### src/rtl/erv3_pkg.sv
// Shared types, constants and the coefficient sequencer program for the
// vector rotation core. No dependencies.
`default_nettype none

package erv3_pkg;

   localparam int VEC_WIDTH_DEF   = 16;
   localparam int COEF_WIDTH_DEF  = 18;
   localparam int ANGLE_WIDTH_DEF = 16;

   localparam int DIM        = 3;
   localparam int NUM_COEF   = DIM * DIM;
   localparam int CSR_ADDR_W = 2;
   localparam int STEP_W     = 7;

   localparam logic [CSR_ADDR_W-1:0] REG_ANGLE_X = 2'd0;
   localparam logic [CSR_ADDR_W-1:0] REG_ANGLE_Y = 2'd1;
   localparam logic [CSR_ADDR_W-1:0] REG_ANGLE_Z = 2'd2;

   // low 32 bits of floor(pi/2 * 2^32); bit 32 is handled as an add of r
   localparam logic [31:0] HALF_PI_LO = 32'd2451551556;
   localparam logic [31:0] Q30_ONE    = 32'h4000_0000;

   localparam logic [3:0] ARG_TZ = 4'd9;
   localparam logic [3:0] ARG_TS = 4'd10;
   localparam logic [3:0] ARG_C6 = 4'd6;

   typedef enum logic [3:0] {
      OP_NOP,
      OP_LD,
      OP_XR,
      OP_X2,
      OP_DIV,
      OP_COR,
      OP_MH,
      OP_MS,
      OP_N,
      OP_SC,
      OP_MLD,
      OP_MADD,
      OP_MSUB,
      OP_MWR,
      OP_NEG,
      OP_END
   } op_type;

   typedef enum logic [2:0] {
      SRC_SX,
      SRC_CX,
      SRC_SY,
      SRC_CY,
      SRC_SZ,
      SRC_CZ,
      SRC_TZ,
      SRC_TS
   } src_type;

   typedef struct packed {
      op_type     op;
      src_type    a;
      src_type    b;
      logic [3:0] arg;
   } prog_type;

   function automatic logic [6:0] div_const(input logic [3:0] idx);
      logic [6:0] d;
      case (idx)
         4'd0:    d = 7'd72;
         4'd1:    d = 7'd42;
         4'd2:    d = 7'd20;
         4'd3:    d = 7'd6;
         4'd4:    d = 7'd90;
         4'd5:    d = 7'd56;
         4'd6:    d = 7'd30;
         4'd7:    d = 7'd12;
         default: d = 7'd2;
      endcase
      return d;
   endfunction

   // floor(2^32 / d): estimate is the true quotient or one below it
   function automatic logic [31:0] div_recip(input logic [3:0] idx);
      logic [63:0] m;
      case (idx)
         4'd0:    m = 64'd4294967296 / 72;
         4'd1:    m = 64'd4294967296 / 42;
         4'd2:    m = 64'd4294967296 / 20;
         4'd3:    m = 64'd4294967296 / 6;
         4'd4:    m = 64'd4294967296 / 90;
         4'd5:    m = 64'd4294967296 / 56;
         4'd6:    m = 64'd4294967296 / 30;
         4'd7:    m = 64'd4294967296 / 12;
         default: m = 64'd4294967296 / 2;
      endcase
      return m[31:0];
   endfunction

   function automatic prog_type pw(input op_type op, input src_type a, input src_type b,
                                   input logic [3:0] arg);
      prog_type w;
      w.op  = op;
      w.a   = a;
      w.b   = b;
      w.arg = arg;
      return w;
   endfunction

   function automatic prog_type prog_word(input logic [STEP_W-1:0] step);
      prog_type   w;
      logic [3:0] ax;
      logic [6:0] m;
      ax = {2'b00, step[6:5]};
      m  = step - 7'd96;
      w  = pw(OP_END, SRC_SX, SRC_SX, 4'd0);
      if (step < 7'd96) begin
         case (step[4:0])
            5'd0:    w = pw(OP_LD,  SRC_SX, SRC_SX, ax);
            5'd1:    w = pw(OP_XR,  SRC_SX, SRC_SX, 4'd0);
            5'd2:    w = pw(OP_X2,  SRC_SX, SRC_SX, 4'd0);
            5'd3:    w = pw(OP_DIV, SRC_SX, SRC_SX, 4'd0);
            5'd4:    w = pw(OP_COR, SRC_SX, SRC_SX, 4'd0);
            5'd5:    w = pw(OP_MH,  SRC_SX, SRC_SX, 4'd0);
            5'd6:    w = pw(OP_DIV, SRC_SX, SRC_SX, 4'd1);
            5'd7:    w = pw(OP_COR, SRC_SX, SRC_SX, 4'd0);
            5'd8:    w = pw(OP_MH,  SRC_SX, SRC_SX, 4'd0);
            5'd9:    w = pw(OP_DIV, SRC_SX, SRC_SX, 4'd2);
            5'd10:   w = pw(OP_COR, SRC_SX, SRC_SX, 4'd0);
            5'd11:   w = pw(OP_MH,  SRC_SX, SRC_SX, 4'd0);
            5'd12:   w = pw(OP_DIV, SRC_SX, SRC_SX, 4'd3);
            5'd13:   w = pw(OP_COR, SRC_SX, SRC_SX, 4'd0);
            5'd14:   w = pw(OP_MS,  SRC_SX, SRC_SX, 4'd0);
            5'd15:   w = pw(OP_N,   SRC_SX, SRC_SX, 4'd0);
            5'd16:   w = pw(OP_DIV, SRC_SX, SRC_SX, 4'd4);
            5'd17:   w = pw(OP_COR, SRC_SX, SRC_SX, 4'd0);
            5'd18:   w = pw(OP_MH,  SRC_SX, SRC_SX, 4'd0);
            5'd19:   w = pw(OP_DIV, SRC_SX, SRC_SX, 4'd5);
            5'd20:   w = pw(OP_COR, SRC_SX, SRC_SX, 4'd0);
            5'd21:   w = pw(OP_MH,  SRC_SX, SRC_SX, 4'd0);
            5'd22:   w = pw(OP_DIV, SRC_SX, SRC_SX, 4'd6);
            5'd23:   w = pw(OP_COR, SRC_SX, SRC_SX, 4'd0);
            5'd24:   w = pw(OP_MH,  SRC_SX, SRC_SX, 4'd0);
            5'd25:   w = pw(OP_DIV, SRC_SX, SRC_SX, 4'd7);
            5'd26:   w = pw(OP_COR, SRC_SX, SRC_SX, 4'd0);
            5'd27:   w = pw(OP_MH,  SRC_SX, SRC_SX, 4'd0);
            5'd28:   w = pw(OP_DIV, SRC_SX, SRC_SX, 4'd8);
            5'd29:   w = pw(OP_COR, SRC_SX, SRC_SX, 4'd0);
            5'd30:   w = pw(OP_SC,  SRC_SX, SRC_SX, ax);
            default: w = pw(OP_NOP, SRC_SX, SRC_SX, 4'd0);
         endcase
      end else begin
         case (m)
            7'd0:    w = pw(OP_MLD,  SRC_CZ, SRC_SY, 4'd0);
            7'd1:    w = pw(OP_MWR,  SRC_SX, SRC_SX, ARG_TZ);
            7'd2:    w = pw(OP_MLD,  SRC_SZ, SRC_SY, 4'd0);
            7'd3:    w = pw(OP_MWR,  SRC_SX, SRC_SX, ARG_TS);
            7'd4:    w = pw(OP_MLD,  SRC_CZ, SRC_CY, 4'd0);
            7'd5:    w = pw(OP_MWR,  SRC_SX, SRC_SX, 4'd0);
            7'd6:    w = pw(OP_MLD,  SRC_TZ, SRC_SX, 4'd0);
            7'd7:    w = pw(OP_MSUB, SRC_SZ, SRC_CX, 4'd0);
            7'd8:    w = pw(OP_MWR,  SRC_SX, SRC_SX, 4'd1);
            7'd9:    w = pw(OP_MLD,  SRC_TZ, SRC_CX, 4'd0);
            7'd10:   w = pw(OP_MADD, SRC_SZ, SRC_SX, 4'd0);
            7'd11:   w = pw(OP_MWR,  SRC_SX, SRC_SX, 4'd2);
            7'd12:   w = pw(OP_MLD,  SRC_SZ, SRC_CY, 4'd0);
            7'd13:   w = pw(OP_MWR,  SRC_SX, SRC_SX, 4'd3);
            7'd14:   w = pw(OP_MLD,  SRC_TS, SRC_SX, 4'd0);
            7'd15:   w = pw(OP_MADD, SRC_CZ, SRC_CX, 4'd0);
            7'd16:   w = pw(OP_MWR,  SRC_SX, SRC_SX, 4'd4);
            7'd17:   w = pw(OP_MLD,  SRC_TS, SRC_CX, 4'd0);
            7'd18:   w = pw(OP_MSUB, SRC_CZ, SRC_SX, 4'd0);
            7'd19:   w = pw(OP_MWR,  SRC_SX, SRC_SX, 4'd5);
            7'd20:   w = pw(OP_NEG,  SRC_SX, SRC_SX, ARG_C6);
            7'd21:   w = pw(OP_MLD,  SRC_CY, SRC_SX, 4'd0);
            7'd22:   w = pw(OP_MWR,  SRC_SX, SRC_SX, 4'd7);
            7'd23:   w = pw(OP_MLD,  SRC_CY, SRC_CX, 4'd0);
            7'd24:   w = pw(OP_MWR,  SRC_SX, SRC_SX, 4'd8);
            default: w = pw(OP_END,  SRC_SX, SRC_SX, 4'd0);
         endcase
      end
      return w;
   endfunction

endpackage

`default_nettype wire

### src/rtl/erv3_coef_engine.sv
// Angle registers and the microcoded sequencer that forms the rotation matrix.
// Uses erv3_pkg for the program, constant tables and codes.
`default_nettype none

module erv3_coef_engine #(
   parameter int COEF_WIDTH  = erv3_pkg::COEF_WIDTH_DEF,
   parameter int ANGLE_WIDTH = erv3_pkg::ANGLE_WIDTH_DEF
) (
   input  wire logic                                clock,
   input  wire logic                                reset,
   input  wire logic                                csr_we,
   input  wire logic [erv3_pkg::CSR_ADDR_W-1:0]     csr_addr,
   input  wire logic [ANGLE_WIDTH-1:0]              csr_wdata,
   output logic                                     busy,
   output logic signed [COEF_WIDTH-1:0]             coef [erv3_pkg::NUM_COEF]
);

   localparam int FRAC     = COEF_WIDTH - 2;
   localparam int SC_SHIFT = 30 - FRAC;
   localparam logic [32:0] SC_HALF = (33'd1 << SC_SHIFT) >> 1;
   localparam logic signed [65:0] COEF_HALF = 66'sd1 <<< (FRAC - 1);
   localparam logic signed [65:0] COEF_ONE  = 66'sd1 <<< FRAC;

   logic [ANGLE_WIDTH-1:0]          ang_ff [3];
   logic [ANGLE_WIDTH-1:0]          ang_in [3];
   logic                            busy_ff, busy_in;
   logic [erv3_pkg::STEP_W-1:0]     step_ff, step_in;
   logic                            phase_ff, phase_in;
   logic [29:0]                     r_ff, r_in;
   logic [2:0]                      oct_ff, oct_in;
   logic [31:0]                     x_ff, x_in, x2_ff, x2_in, h_ff, h_in;
   logic [31:0]                     n_ff, n_in, q_ff, q_in, s0_ff, s0_in;
   logic [3:0]                      dsel_ff, dsel_in;
   logic signed [COEF_WIDTH-1:0]    sin_ff [3];
   logic signed [COEF_WIDTH-1:0]    sin_in [3];
   logic signed [COEF_WIDTH-1:0]    cos_ff [3];
   logic signed [COEF_WIDTH-1:0]    cos_in [3];
   logic signed [COEF_WIDTH-1:0]    tz_ff, tz_in, ts_ff, ts_in;
   logic signed [COEF_WIDTH-1:0]    coef_ff [erv3_pkg::NUM_COEF];
   logic signed [COEF_WIDTH-1:0]    coef_in [erv3_pkg::NUM_COEF];
   logic signed [65:0]              acc_ff, acc_in, p_ff, p_in;

   erv3_pkg::prog_type              word;
   logic signed [32:0]              mul_a, mul_b, src_a, src_b;
   logic [31:0]                     turn;
   logic [39:0]                     rem;
   logic [6:0]                      dv;
   logic [31:0]                     qc, sm, cm;
   logic [32:0]                     sr, cr;
   logic [COEF_WIDTH-1:0]           smag, cmag;
   logic                            swap, s_neg, c_neg, wr_ok;
   logic signed [65:0]              rnd;
   logic signed [COEF_WIDTH-1:0]    cval;

   assign word = erv3_pkg::prog_word(step_ff);

   function automatic logic signed [32:0] pick(input erv3_pkg::src_type s,
                                               input logic signed [COEF_WIDTH-1:0] sx,
                                               input logic signed [COEF_WIDTH-1:0] cx,
                                               input logic signed [COEF_WIDTH-1:0] sy,
                                               input logic signed [COEF_WIDTH-1:0] cy,
                                               input logic signed [COEF_WIDTH-1:0] sz,
                                               input logic signed [COEF_WIDTH-1:0] cz,
                                               input logic signed [COEF_WIDTH-1:0] tz,
                                               input logic signed [COEF_WIDTH-1:0] ts);
      logic signed [COEF_WIDTH-1:0] v;
      case (s)
         erv3_pkg::SRC_SX: v = sx;
         erv3_pkg::SRC_CX: v = cx;
         erv3_pkg::SRC_SY: v = sy;
         erv3_pkg::SRC_CY: v = cy;
         erv3_pkg::SRC_SZ: v = sz;
         erv3_pkg::SRC_CZ: v = cz;
         erv3_pkg::SRC_TZ: v = tz;
         default:          v = ts;
      endcase
      return 33'(v);
   endfunction

   assign src_a = pick(word.a, sin_ff[0], cos_ff[0], sin_ff[1], cos_ff[1],
                       sin_ff[2], cos_ff[2], tz_ff, ts_ff);
   assign src_b = pick(word.b, sin_ff[0], cos_ff[0], sin_ff[1], cos_ff[1],
                       sin_ff[2], cos_ff[2], tz_ff, ts_ff);

   always_comb begin
      mul_a = '0;
      mul_b = '0;
      case (word.op)
         erv3_pkg::OP_XR: begin
            mul_a = {3'b000, r_ff};
            mul_b = {1'b0, erv3_pkg::HALF_PI_LO};
         end
         erv3_pkg::OP_X2: begin
            mul_a = {1'b0, x_ff};
            mul_b = {1'b0, x_ff};
         end
         erv3_pkg::OP_DIV: begin
            mul_a = {1'b0, n_ff};
            mul_b = {1'b0, erv3_pkg::div_recip(word.arg)};
         end
         erv3_pkg::OP_MH: begin
            mul_a = {1'b0, x2_ff};
            mul_b = {1'b0, h_ff};
         end
         erv3_pkg::OP_MS: begin
            mul_a = {1'b0, x_ff};
            mul_b = {1'b0, h_ff};
         end
         erv3_pkg::OP_MLD, erv3_pkg::OP_MADD, erv3_pkg::OP_MSUB: begin
            mul_a = src_a;
            mul_b = src_b;
         end
         default: begin
         end
      endcase
   end

   assign p_in = mul_a * mul_b;

   always_comb begin
      turn  = {ang_ff[word.arg[1:0]], {(32 - ANGLE_WIDTH){1'b0}}};
      dv    = erv3_pkg::div_const(dsel_ff);
      rem   = {8'd0, n_ff} - (40'(q_ff) * 40'(dv));
      qc    = q_ff + 32'(rem >= 40'(dv));
      swap  = (oct_ff == 3'd1) || (oct_ff == 3'd2) || (oct_ff == 3'd5) || (oct_ff == 3'd6);
      sm    = swap ? h_ff : s0_ff;
      cm    = swap ? s0_ff : h_ff;
      sr    = ({1'b0, sm} + SC_HALF) >> SC_SHIFT;
      cr    = ({1'b0, cm} + SC_HALF) >> SC_SHIFT;
      smag  = sr[COEF_WIDTH-1:0];
      cmag  = cr[COEF_WIDTH-1:0];
      s_neg = oct_ff[2];
      c_neg = (oct_ff == 3'd2) || (oct_ff == 3'd3) || (oct_ff == 3'd4) || (oct_ff == 3'd5);
      rnd   = (acc_ff + COEF_HALF) >>> FRAC;
      if (rnd > COEF_ONE) begin
         cval = COEF_WIDTH'(COEF_ONE);
      end else if (rnd < -COEF_ONE) begin
         cval = COEF_WIDTH'(-COEF_ONE);
      end else begin
         cval = rnd[COEF_WIDTH-1:0];
      end
      wr_ok = csr_we && ((csr_addr == erv3_pkg::REG_ANGLE_X) ||
                         (csr_addr == erv3_pkg::REG_ANGLE_Y) ||
                         (csr_addr == erv3_pkg::REG_ANGLE_Z));
   end

   always_comb begin
      ang_in   = ang_ff;
      busy_in  = busy_ff;
      step_in  = step_ff;
      phase_in = phase_ff;
      r_in     = r_ff;
      oct_in   = oct_ff;
      x_in     = x_ff;
      x2_in    = x2_ff;
      h_in     = h_ff;
      n_in     = n_ff;
      q_in     = q_ff;
      s0_in    = s0_ff;
      dsel_in  = dsel_ff;
      sin_in   = sin_ff;
      cos_in   = cos_ff;
      tz_in    = tz_ff;
      ts_in    = ts_ff;
      coef_in  = coef_ff;
      acc_in   = acc_ff;
      if (busy_ff) begin
         phase_in = ~phase_ff;
         if (phase_ff) begin
            step_in = step_ff + 1'b1;
            case (word.op)
               erv3_pkg::OP_LD: begin
                  oct_in = turn[31:29];
                  r_in   = turn[29] ? (30'h2000_0000 - {1'b0, turn[28:0]})
                                    : {1'b0, turn[28:0]};
               end
               erv3_pkg::OP_XR:  x_in = {2'b00, r_ff} + p_ff[63:32];
               erv3_pkg::OP_X2: begin
                  x2_in = p_ff[61:30];
                  n_in  = p_ff[61:30];
               end
               erv3_pkg::OP_DIV: begin
                  q_in    = p_ff[63:32];
                  dsel_in = word.arg;
               end
               erv3_pkg::OP_COR: h_in  = erv3_pkg::Q30_ONE - qc;
               erv3_pkg::OP_MH:  n_in  = p_ff[61:30];
               erv3_pkg::OP_MS:  s0_in = p_ff[61:30];
               erv3_pkg::OP_N:   n_in  = x2_ff;
               erv3_pkg::OP_SC: begin
                  sin_in[word.arg[1:0]] = s_neg ? -smag : smag;
                  cos_in[word.arg[1:0]] = c_neg ? -cmag : cmag;
               end
               erv3_pkg::OP_MLD:  acc_in = p_ff;
               erv3_pkg::OP_MADD: acc_in = acc_ff + p_ff;
               erv3_pkg::OP_MSUB: acc_in = acc_ff - p_ff;
               erv3_pkg::OP_MWR: begin
                  if (word.arg == erv3_pkg::ARG_TZ) begin
                     tz_in = cval;
                  end else if (word.arg == erv3_pkg::ARG_TS) begin
                     ts_in = cval;
                  end else begin
                     coef_in[word.arg] = cval;
                  end
               end
               erv3_pkg::OP_NEG: coef_in[word.arg] = -sin_ff[1];
               erv3_pkg::OP_END: busy_in = 1'b0;
               default: begin
               end
            endcase
         end
      end
      if (wr_ok) begin
         ang_in[csr_addr] = csr_wdata;
         busy_in  = 1'b1;
         step_in  = '0;
         phase_in = 1'b0;
      end
   end

   always_ff @(posedge clock) begin
      p_ff    <= p_in;
      r_ff    <= r_in;
      oct_ff  <= oct_in;
      x_ff    <= x_in;
      x2_ff   <= x2_in;
      h_ff    <= h_in;
      n_ff    <= n_in;
      q_ff    <= q_in;
      s0_ff   <= s0_in;
      dsel_ff <= dsel_in;
      sin_ff  <= sin_in;
      cos_ff  <= cos_in;
      tz_ff   <= tz_in;
      ts_ff   <= ts_in;
      acc_ff  <= acc_in;
      if (reset) begin
         busy_ff  <= 1'b0;
         step_ff  <= '0;
         phase_ff <= 1'b0;
         for (int i = 0; i < 3; i++) begin
            ang_ff[i] <= '0;
         end
         for (int i = 0; i < erv3_pkg::NUM_COEF; i++) begin
            coef_ff[i] <= (i % 4 == 0) ? COEF_WIDTH'(COEF_ONE) : '0;
         end
      end else begin
         busy_ff  <= busy_in;
         step_ff  <= step_in;
         phase_ff <= phase_in;
         ang_ff   <= ang_in;
         coef_ff  <= coef_in;
      end
   end

   assign busy = busy_ff;
   assign coef = coef_ff;

endmodule

`default_nettype wire

### config.mk
export PLATFORM = sky130hd
export DESIGN_NAME = erv3_coef_engine
export DESIGN_NICKNAME = d
export VERILOG_FILES = /design/src/rtl/erv3_pkg.sv /design/src/rtl/erv3_coef_engine.sv
export SDC_FILE = /design/constraint.sdc
export NUM_CORES = 2
export LEC_CHECK = 0
export ABC_AREA = 1
export BUFFER_PORTS_ARGS = -buffer_cell sky130_fd_sc_hd__buf_2
export CAP_MARGIN = 20
export CELL_PAD_IN_SITES_DETAIL_PLACEMENT = 1
export CELL_PAD_IN_SITES_GLOBAL_PLACEMENT = 2
export CORE_UTILIZATION = 40
export CTS_CLUSTER_DIAMETER = 120
export DETAILED_ROUTE_END_ITERATION = 7
export PLACE_DENSITY = 0.86
export SLEW_MARGIN = 0
export SYNTH_ARGS = -nofsm -noshare
export SYNTH_HDL_FRONTEND = slang
export SYNTH_SLANG_ARGS = --single-unit
### constraint.sdc
create_clock -name clock -period 11.8 [get_ports clock]
set_clock_uncertainty 0.05 [all_clocks]
set_input_delay 1.18 -clock clock [delete_from_list [all_inputs] [get_ports clock]]
set_output_delay 1.18 -clock clock [all_outputs]
set_load 0.02 [all_outputs]
==> impl_metrics.env <==
export IMPL_drv_slew=0
export IMPL_cts_buffer_depth=3
export IMPL_cp_max_fo=19
export IMPL_finalSetupViolCount=0
export IMPL_worstMarginPinSlew_ns=1.203
export IMPL_syn_num_nets=12530
export IMPL_clk_latency_ns=0.72
export IMPL_drc=0
export IMPL_clkPwrFrac_pct=48.7
export IMPL_crit_path_start_kind="flop"
export IMPL_ys_warnings_count=0
export IMPL_total_power_uw=5625
export IMPL_ir_drop_mv=0.09839
export IMPL_grt_max_degree=106
export IMPL_required_ns=12.34
export IMPL_critPathKind="flop to flop"
export IMPL_maxSlewHeadroom_pct=19.69
export IMPL_die_area_um2=219200
export IMPL_vias=75460
export IMPL_dpl_cell_area_um2=92480
export IMPL_ys_seq_area_share_pct=20.86
export IMPL_yosys_top_cells_area="fa_1, edfxtp_1, inv_1, nand2_1, dfxtp_1"
export IMPL_port_buffers=183
export IMPL_rows=170
export IMPL_holdPathEnd="ang_ff[0]$_SDFFE_PP0P_"
export IMPL_crit_top_cell="fa_1"
export IMPL_ios=184
export IMPL_design_area_um2=95430
export IMPL_hold_path_depth=2
export IMPL_crit_start="step_ff[0]$_SDFFE_PP0P_"
export IMPL_wire_per_inst_um=25.77
export IMPL_crit_path_top_delay_cell="nand3_2"
export IMPL_cts_htree_levels=3
export IMPL_first_global_vias=82130
export IMPL_status="completed"
export IMPL_pwr_share_seq_pct=45.9
export IMPL_grt_pass1_wl_mm=533.5
export IMPL_p_per_area_nw_per_um2=58.94
export IMPL_grt_total_usage_pct=32.91
export IMPL_p_switching_uw=1424
export IMPL_place_congestion=0.9739
export IMPL_slowest_delay_ns=0.62
export IMPL_antenna_found_initial=19
export IMPL_synth_top_area_share_pct=29.91
export IMPL_num_nets_final=12760
export IMPL_p_leak_uw=0.04719
export IMPL_drtIter0Drc=5806
export IMPL_synth_edf_count=410
export IMPL_viasPerCell=5.426
export IMPL_r2r_end="p_ff[65]$_DFF_P_"
export IMPL_synthTopCellsByCount="inv_1, nand2_1, fa_1, nor2_1, o21ai_0"
export IMPL_power_internal_uw=4201
export IMPL_fp_dieH_um=468.2
export IMPL_area_growth_pct=9.761
export IMPL_rsz0062_at_grt="no"
export IMPL_tritoncts="built"
export IMPL_drive_above_1_share_pct=7.095
export IMPL_rrSetupSlack_ns=0.38
export IMPL_sw_frac_of_total_pct=25.32
export IMPL_core_um2=215300
export IMPL_synth_async_reset_ratio_pct=0
export IMPL_ant_nets=0
export IMPL_die_x_um=468.2
export IMPL_path_clk_slew_ns=0.07
export IMPL_root_buffer="clkbuf_16"
export IMPL_ys_flop_type="edfxtp_1"
export IMPL_period_needed_ns=11.42
export IMPL_numCtsBuffers=81
export IMPL_r2r_cells=40
export IMPL_synth_area_per_cell_um2=8.074
export IMPL_yosysMostFrequentCell="inv_1"
export IMPL_synth_top_area_cell="fa_1"
export IMPL_place_ws_ns=0.08735
export IMPL_hpwl_mm=295.6
export IMPL_r2r_start="step_ff[0]$_SDFFE_PP0P_"
export IMPL_first_pass_iters=6
export IMPL_worstHoldStart="ang_ff[0]$_SDFFE_PP0P_"
export IMPL_cts_num_sinks=701
export IMPL_final_cells=13910
export IMPL_hold_violations=0
export IMPL_setup_ws_ns=0.3774
export IMPL_min_period_over_period_pct=96.80
export IMPL_critPathCaptureType="flop"
export IMPL_yosysUniqueCellTypes=74
export IMPL_finalWirelength_mm=358.3
export IMPL_arrival_ns=11.97
export IMPL_hp_class="flop to flop"
export IMPL_fmax_mhz=87.55
export IMPL_comb_power_share_pct=5.4
export IMPL_start_util_pct=40.39
export IMPL_overflow=0
export IMPL_cap_viol_max_count=0
export IMPL_syn_inst=10770
export IMPL_placed_cells=13740
export IMPL_synth_seq_cells=701
export IMPL_finalSetupTns_ns=0
export IMPL_synthesis_area_um2=86940
worst max-delay path, delay by kind of cell, from the launching register on:
kind / cells / cell delay (ns)
DFF: 1 / 0.41
adders and majority gates: 10 / 4.72
xor gates and xnor gates: 1 / 0.15
buffers and inverters: 9 / 1.15
and+or+nand+nor: 15 / 3.36
AOI/OAI and AO/OA: 5 / 1.40
power by group through the flow:
stage                     Combinational (uW)  Clock, uW  Sequential (uW)
after floorplan                          186          0             2630
after global placement                   292          0             2630
after detailed placement                 297          0             2630
after CTS                                299       2780             2580
after global routing                     330       2860             2580
final                                    305       2740             2580
layout make-up:
class / instances / area, um2
clock buffer: 100 / 2180
inverter: 2289 / 8608
antenna: 4 / 10.01
fill: 26010 / 119800
multi-input combinational: 7425 / 58790
clock inverter: 48 / 626.9
timing repair buffer: 501 / 3530
tap: 2838 / 3551
sequential: 701 / 18140
cells in the final DEF, fill, tap and decap left out, types with 22 or more instances in the layout:
master     netlist  final
clkbuf_16        0     82
o21ai_0        544    543
ha_1           444    444
a31oi_1         50     49
a21oi_1        444    444
o21a_1          92     92
nor4_1          26     24
inv_1         2245   2240
nand3_1        354    354
xnor2_1        112    112
buf_2          207    183
inv_2           34     34
o21bai_1        28     25
dfxtp_1        291    289
o211ai_1        24     24
xor2_1         249    249
nand2_1       2099   2096
fa_1          1299   1299
or2_2           28     28
nor2_1        1198   1182
edfxtp_1       410    410
o22ai_1         48     48
buf_4           11    298
nor3_1          76     72
nor2_2          12     22
nand4_1         86     86
flip-flops by register name, summed over array words and instances, names as in the netlist, 14 cells and up, named ones only:
name / flops
coef: 162
acc_ff: 66
p_ff: 66
cos_ff: 54
sin_ff: 54
ang_ff: 48
h_ff: 32
n_ff: 32
q_ff: 32
x2_ff: 32
x_ff: 32
s0_ff: 19
ts_ff: 18
tz_ff: 18
r_ff: 14
worst max path at each step:
stage,slack (ns),endpoint
after floorplan,1.97,p_ff[64]$_DFF_P_
after global placement,0.17,p_ff[65]$_DFF_P_
after detailed placement,0.09,p_ff[65]$_DFF_P_
after CTS,0.02,p_ff[65]$_DFF_P_
after global routing,0.009,p_ff[53]$_DFF_P_
final,0.38,p_ff[65]$_DFF_P_
routing by layer:
metal	vias up	track usage [%]	share of wire, %
met2	2536	54.25	47
met5	-	0	0.018
met4	10	15.05	5.4
li1	33570	-	-
met3	657	4.948	6.6
met1	38690	42.52	41
kinds of logic after synthesis:
| group | Yosys count | share of synthesized area, % |
|---|---|---|
| adders and majority gates | 1743 | 36.30 |
| buffers and inverters | 2642 | 11.76 |
| xor gates and xnor gates | 361 | 3.637 |
| muxes | 4 | 0.05037 |
| and+or+nand+nor | 3944 | 18.42 |
| DFF | 701 | 20.86 |
| AOI/OAI and AO/OA | 1373 | 8.970 |
timing repair:
action	CTS	global route
endpoints found under the setup margin	0	21
gates resized for setup	0	11
setup buffers	0	6
hold buffers	0	0
per-stage QoR:
stage / hold slack (ns) / util, %
floorplan: 0.3745 / -
global placement: 0.3857 / 42.95
detailed placement: 0.3947 / 42.96
CTS: 0.4053 / 44.27
global route: 0.4202 / 44.33
finish: 0.4024 / 44.33
Power figures use the tool's default switching activity.
